`config.mk`:
```
export PLATFORM = sky130hd
export DESIGN_NAME = wola_div
export DESIGN_NICKNAME = d
export VERILOG_FILES = /design/src/rtl/wola_pkg.sv /design/src/rtl/wola_div.sv
export SDC_FILE = /design/constraint.sdc
export NUM_CORES = 1
export LEC_CHECK = 0
export BUFFER_PORTS_ARGS = -buffer_cell sky130_fd_sc_hd__buf_2
export CAP_MARGIN = 20
export CORE_MARGIN = 2
export CORE_UTILIZATION = 55
export DETAILED_ROUTE_END_ITERATION = 10
export PLACE_DENSITY = 0.78
export RECOVER_POWER = 100
export SKIP_CTS_REPAIR_TIMING = 1
export SLEW_MARGIN = 0
export SYNTH_ARGS = -nofsm -noshare
export SYNTH_HDL_FRONTEND = slang
export SYNTH_SLANG_ARGS = --single-unit
```
`constraint.sdc`:
```
create_clock -name clk -period 7.59 [get_ports clk]
set_input_delay 0 -clock clk [delete_from_list [all_inputs] [get_ports clk]]
set_output_delay 0 -clock clk [all_outputs]
set_load 0.02 [all_outputs]
```
`src/rtl/wola_pkg.sv`:
```
`timescale 1ns / 1ps
package wola_pkg;

    // default frame length
    localparam int FRAME_LEN_DEF = 512;

    // field and storage widths
    localparam int SAMPLE_W = 32;
    localparam int OUT_W    = 16;
    localparam int WIN_W    = 16;
    localparam int SUM_W    = 58;
    localparam int WT_W     = 40;
    localparam int PROD_W   = 48;
    localparam int HOP_W    = 10;

    // configuration port
    localparam int CFG_IDX_W  = 1;
    localparam int CFG_DATA_W = 10;
    localparam logic [CFG_IDX_W-1:0] REG_WINDOW_TYPE = 1'd0;
    localparam logic [CFG_IDX_W-1:0] REG_HOP_LENGTH  = 1'd1;
    localparam logic             WTYPE_RESET = 1'b1;
    localparam logic [HOP_W-1:0] HOP_RESET   = 10'd256;

    // window constants, q30 and q15
    localparam logic [63:0] Q30_ONE   = 64'd1073741824;
    localparam logic [63:0] PI_Q30    = 64'd3373259426;
    localparam logic [63:0] WIN_A_Q30 = 64'd85899346;
    localparam logic [63:0] WIN_B_Q30 = 64'd987842478;
    localparam logic [63:0] HALF_Q15  = 64'd16384;
    localparam logic [WIN_W-1:0] W_ONE_Q15 = 16'h8000;

    // quotient: 16 magnitude bits, sum scaled by 2^7
    localparam int QBITS      = 16;
    localparam int FRAC_SHIFT = 7;
    localparam int HI_SHIFT   = QBITS - FRAC_SHIFT;
    localparam int CNT_W      = $clog2(QBITS);

    localparam logic [OUT_W-1:0] OUT_MAX   = 16'h7FFF;
    localparam logic [OUT_W-1:0] OUT_MIN   = 16'h8000;
    localparam logic [QBITS:0]   POS_LIMIT = 17'd32767;
    localparam logic [QBITS:0]   NEG_LIMIT = 17'd32768;

    typedef struct packed {
        logic             done;
        logic [OUT_W-1:0] sample;
        logic             clipped;
    } div_res_t;

endpackage

```
`src/rtl/wola_div.sv`:
```
`timescale 1ns / 1ps
module wola_div (
    input  logic                       clk,
    input  logic                       rst_n,
    input  logic                       start,
    input  logic [wola_pkg::SUM_W-1:0] sum,
    input  logic [wola_pkg::WT_W-1:0]  den,
    output wola_pkg::div_res_t         res
);

    typedef enum logic [3:0] {
        D_IDLE  = 4'b0001,
        D_CHECK = 4'b0010,
        D_STEP  = 4'b0100,
        D_DONE  = 4'b1000
    } dstate_t;

    localparam int SW = wola_pkg::SUM_W;
    localparam int DW = wola_pkg::WT_W;
    localparam int QB = wola_pkg::QBITS;
    localparam int HS = wola_pkg::HI_SHIFT;

    dstate_t                  dstate_reg;
    dstate_t                  dstate_next;
    logic [wola_pkg::CNT_W-1:0] cnt_reg;
    logic                     neg_reg;
    logic [SW-1:0]            mag_reg;
    logic [DW-1:0]            den_reg;
    logic [DW-1:0]            rem_reg;
    logic [QB-1:0]            lo_reg;
    logic [QB-1:0]            q_reg;
    logic                     done_reg;
    logic [wola_pkg::OUT_W-1:0] sample_reg;
    logic                     clipped_reg;

    logic [SW-HS-1:0]         hi_part;
    logic                     den_zero;
    logic                     overflow;
    logic [DW+1:0]            trial;
    logic                     qbit;
    logic [DW-1:0]            rem_step;
    logic [QB:0]              tmag;

    assign hi_part  = mag_reg[SW-1:HS];
    assign den_zero = (den_reg == '0);
    assign overflow = (hi_part >= (SW-HS)'(den_reg));

    // one restoring step: shift in the next dividend bit, try to subtract
    assign trial    = {1'b0, rem_reg, lo_reg[QB-1]} - {2'b00, den_reg};
    assign qbit     = ~trial[DW+1];
    assign rem_step = qbit ? trial[DW-1:0] : {rem_reg[DW-2:0], lo_reg[QB-1]};

    // negative sums round the magnitude up so the result is a floor
    assign tmag = {1'b0, q_reg} + (QB+1)'(neg_reg && (rem_reg != '0));

    always_comb
    begin
        dstate_next = dstate_reg;
        case (dstate_reg)
            D_IDLE:
            begin
                if (start)
                begin
                    dstate_next = D_CHECK;
                end
            end
            D_CHECK:
            begin
                dstate_next = (den_zero || overflow) ? D_IDLE : D_STEP;
            end
            D_STEP:
            begin
                if (cnt_reg == '0)
                begin
                    dstate_next = D_DONE;
                end
            end
            D_DONE:
            begin
                dstate_next = D_IDLE;
            end
            default:
            begin
                dstate_next = D_IDLE;
            end
        endcase
    end

    always_ff @(posedge clk or negedge rst_n)
    begin
        if (!rst_n)
        begin
            dstate_reg <= D_IDLE;
            done_reg   <= 1'b0;
        end
        else
        begin
            dstate_reg <= dstate_next;
            done_reg   <= (dstate_reg == D_CHECK && (den_zero || overflow))
                          || (dstate_reg == D_DONE);
        end
    end

    always_ff @(posedge clk)
    begin
        case (dstate_reg)
            D_IDLE:
            begin
                if (start)
                begin
                    neg_reg <= sum[SW-1];
                    mag_reg <= sum[SW-1] ? (~sum + SW'(1)) : sum;
                    den_reg <= den;
                end
            end
            D_CHECK:
            begin
                if (den_zero)
                begin
                    sample_reg  <= '0;
                    clipped_reg <= 1'b0;
                end
                else if (overflow)
                begin
                    sample_reg  <= neg_reg ? wola_pkg::OUT_MIN : wola_pkg::OUT_MAX;
                    clipped_reg <= 1'b1;
                end
                rem_reg <= mag_reg[HS+DW-1:HS];
                lo_reg  <= {mag_reg[HS-1:0], wola_pkg::FRAC_SHIFT'(0)};
                cnt_reg <= wola_pkg::CNT_W'(QB - 1);
            end
            D_STEP:
            begin
                rem_reg <= rem_step;
                q_reg   <= {q_reg[QB-2:0], qbit};
                lo_reg  <= {lo_reg[QB-2:0], 1'b0};
                cnt_reg <= cnt_reg - wola_pkg::CNT_W'(1);
            end
            D_DONE:
            begin
                if (!neg_reg)
                begin
                    clipped_reg <= (tmag > wola_pkg::POS_LIMIT);
                    sample_reg  <= (tmag > wola_pkg::POS_LIMIT) ? wola_pkg::OUT_MAX
                                                                : tmag[QB-1:0];
                end
                else
                begin
                    clipped_reg <= (tmag > wola_pkg::NEG_LIMIT);
                    sample_reg  <= (tmag > wola_pkg::NEG_LIMIT) ? wola_pkg::OUT_MIN
                                                                : (~tmag[QB-1:0] + QB'(1));
                end
            end
            default:
            begin
            end
        endcase
    end

    assign res.done    = done_reg;
    assign res.sample  = sample_reg;
    assign res.clipped = clipped_reg;

endmodule

```
==> results_dict.tcl <==
set metrics [dict create \
    status "finished, violations left" \
    violations "hold timing, capacitance limit, slew limit" \
    placementRows 55 \
    ioPinCount 119 \
    vias 10604 \
    fin_area_um2 14900 \
    synth_top_area_cell "edfxtp_1" \
    area_growth_pct 18.3 \
    yosys.area_share.simple_pct 16.2 \
    largest_register_ffs 58 \
    clock_latency_ns 0.46 \
    drv_slew 326 \
    required_ns 7.77 \
    yosysUniqueCellTypes 77 \
    cts_root_buf "clkbuf_16" \
    tritoncts "built" \
    syn-instance-count 1233 \
    critPathLaunchType "register" \
    tightest_slew_ns 3.17 \
    fin_tns_setup_ns 0 \
    rsz0062_at_grt "false" \
    antenna_cells 0 \
    synth.avg_cell_area_um2 10.2 \
    slew_headroom_pct -112 \
    period_minus_slack_ns 5.74 \
    start_util_pct 55.8 \
    die_w_um 155 \
    wl_per_cell_um 19.2 \
    chipHeight_um 155 \
    cts_max_level 4 \
    clk_pin_slew_ns 0.08 \
    critPathCapture "rem_reg[24]" \
    holdWs_ns -0.0425 \
    grt_use_total_pct 26.0 \
    synth_seq_area_share_pct 45.3 \
    die-area_um2 24100 \
    finalCritPeriodShare_pct 75.7 \
    synth_xor_area_share_pct 7.74 \
    synth.top_cell.area_share_pct 44.2 \
    rrSetupSlack_ns 1.85 \
    worstSetupEndpointType "register" \
    ys_warn_count 0 \
    synth_top_family_by_area "simple AND/OR/NAND/NOR gates" \
    finClkSkew_ns 0.0183 \
    routed_via_density 6.15 \
    hpwl_um 22700 \
    wl_um 33200 \
    cts.sinks 190 \
    cap_violations 6 \
    drtAntennaViolNets 0 \
    min_path_type "in2reg" \
    layout-drive-gt1-share_pct 10.1 \
    hold_violations 2 \
    critPathKind "reg2reg" \
    regToRegEndpoint "rem_reg[24]" \
    syn_area_um2 12600 \
    synth_fa_ha_area_share_pct 8.73 \
    power_per_cell_area_nw_per_um2 182 \
    placed_cells 1590 \
    gp_congestion 0.942 \
    overflow 0 \
    leakage_nw 5.80 \
    ff2ff_path_depth 8 \
    ys.flop_type "edfxtp_1" \
    drt_first_pass_iters 5 \
    setup_viol 0 \
    async_flop_share_pct 2.63 \
    drt_iter0_markers 911 \
    grt_start_max_net_pins 83 \
    synthTopCellsByArea "edfxtp_1 44%, ha_1 8.6%, xnor2_1 6.6%, nand2_1 3.8%, o21ai_0 3.3%" \
    clockBufferDepth 2 \
    placed_cell_area_um2 13400 \
    reg2reg_from "dstate_reg[0]" \
    grt_first_pass_wirelength_um 49600 \
    max-vdd-ir-drop_v 0.000140 \
    fmax_mhz 174 \
    numCtsBuffers 17 \
    core-area_um2 22500 \
    synth_nets 1421 \
    worstSetupStartpoint "dstate_reg[0]" \
    synth-compound-area-share_pct 16.0 \
    critPathMaxFanout 74 \
    port_buffers 118 \
    grt_pass1_vias 9716 \
    grt_antenna_before_repair 0 \
    nets 1613 \
    stdcell_count 1723 \
    muxShareOfSynthArea_pct 2.65 \
    drc_errors 0 \
    cp_data_arrival_time_ns 5.93 \
    synth_edf_count 185 \
    synth_seq_cells 190 \
]
[layout by cell type (no fill, tap or decap), types with 28 or more instances in the layout]
master	instances
nand3_1	35
edfxtp_1	185
clkbuf_1	28
buf_2	93
xnor2_1	94
inv_1	59
dlygate4sd3_1	101
nand2_1	126
ha_1	86
nor2_1	50
a21oi_1	73
mux2i_1	31
o21ai_0	83
a21o_1	30
nor4_1	32
[Yosys cell counts, types with 30 or more instances]
cell      number
ha_1          86
nand2_1      126
mux2i_1       31
nor4_1        31
nand3_1       35
clkbuf_1      45
a21oi_1       73
inv_1         58
edfxtp_1     185
o21ai_0       82
xnor2_1       94
nor2_1        50
a21o_1        30
[layout make-up]
cell class,instances,area (µm²)
multi-input cells,932,6400
repair buffers,224,1590
inverters,60,225
flip-flops and latches,190,5680
fillers,1736,7650
well taps,285,357
clock buffers,17,425
clock inverters,15,170
[how the worst min path moves through the flow]
| stage | startpoint | end | slack [ns] | depth (start not counted) |
|---|---|---|---|---|
| 3_5_place_dp | rst_n | done_reg | -0.18 | 1 |
| 3_3_place_gp | rst_n | done_reg | -0.18 | 1 |
| 4_1_cts | rst_n | done_reg | -0.67 | 1 |
| 5_1_grt | sum[1] | mag_reg[1] | 0.007 | 3 |
| 6_report | sum[1] | mag_reg[1] | -0.04 | 3 |
| 2_1_floorplan | rst_n | done_reg | -0.30 | 0 |
[power breakdown]
part / switching [W] / total, W / internal [W]
sequential: 0.0000357 / 0.00127 / 0.00123
combinational: 0.000299 / 0.000531 / 0.000232
clock: 0.000463 / 0.000905 / 0.000443
[per-layer routing]
metal	part of all wire (%)	vias to the layer above	global-route usage (%)
li1	-	5054	-
met1	43	5007	35.1
met4	3.1	0	10.1
met5	0	-	0
met2	47	466	42.7
met3	6.6	77	3.68
[worst max-delay path, stage by stage (launching register included)]
cell	delay, ns
dfstp_1	0.69
nand2b_1	0.17
or3_2	0.11
clkbuf_1	2.08
clkinv_1	1.31
buf_4	0.60
nand2_1	0.13
a2bb2oi_1	0.21
o21ai_0	0.14
[per-stage QoR]
step | setup slack, ns | total power, W | util (%)
after floorplan | 2.38 | 0.00162 | -
after global placement | 2.38 | 0.00175 | 59.4
after detailed placement | 2.22 | 0.00177 | 59.4
after CTS | 2.18 | 0.00266 | 62.0
after global routing | 1.30 | 0.00281 | 66.0
final | 1.85 | 0.00271 | 66.0
[cell families (layout without fill, tap and decap cells)]
logic type | Yosys count | count (layout)
adder cells (fa/ha/maj) | 87 | 87
buffers and inverters | 111 | 316
AO/OA/AOI/OAI | 309 | 309
multiplexers | 33 | 33
XOR/XNOR | 111 | 111
AND/OR/NAND/NOR | 392 | 392
flip-flops | 190 | 190
Power figures use the tool's default switching activity.
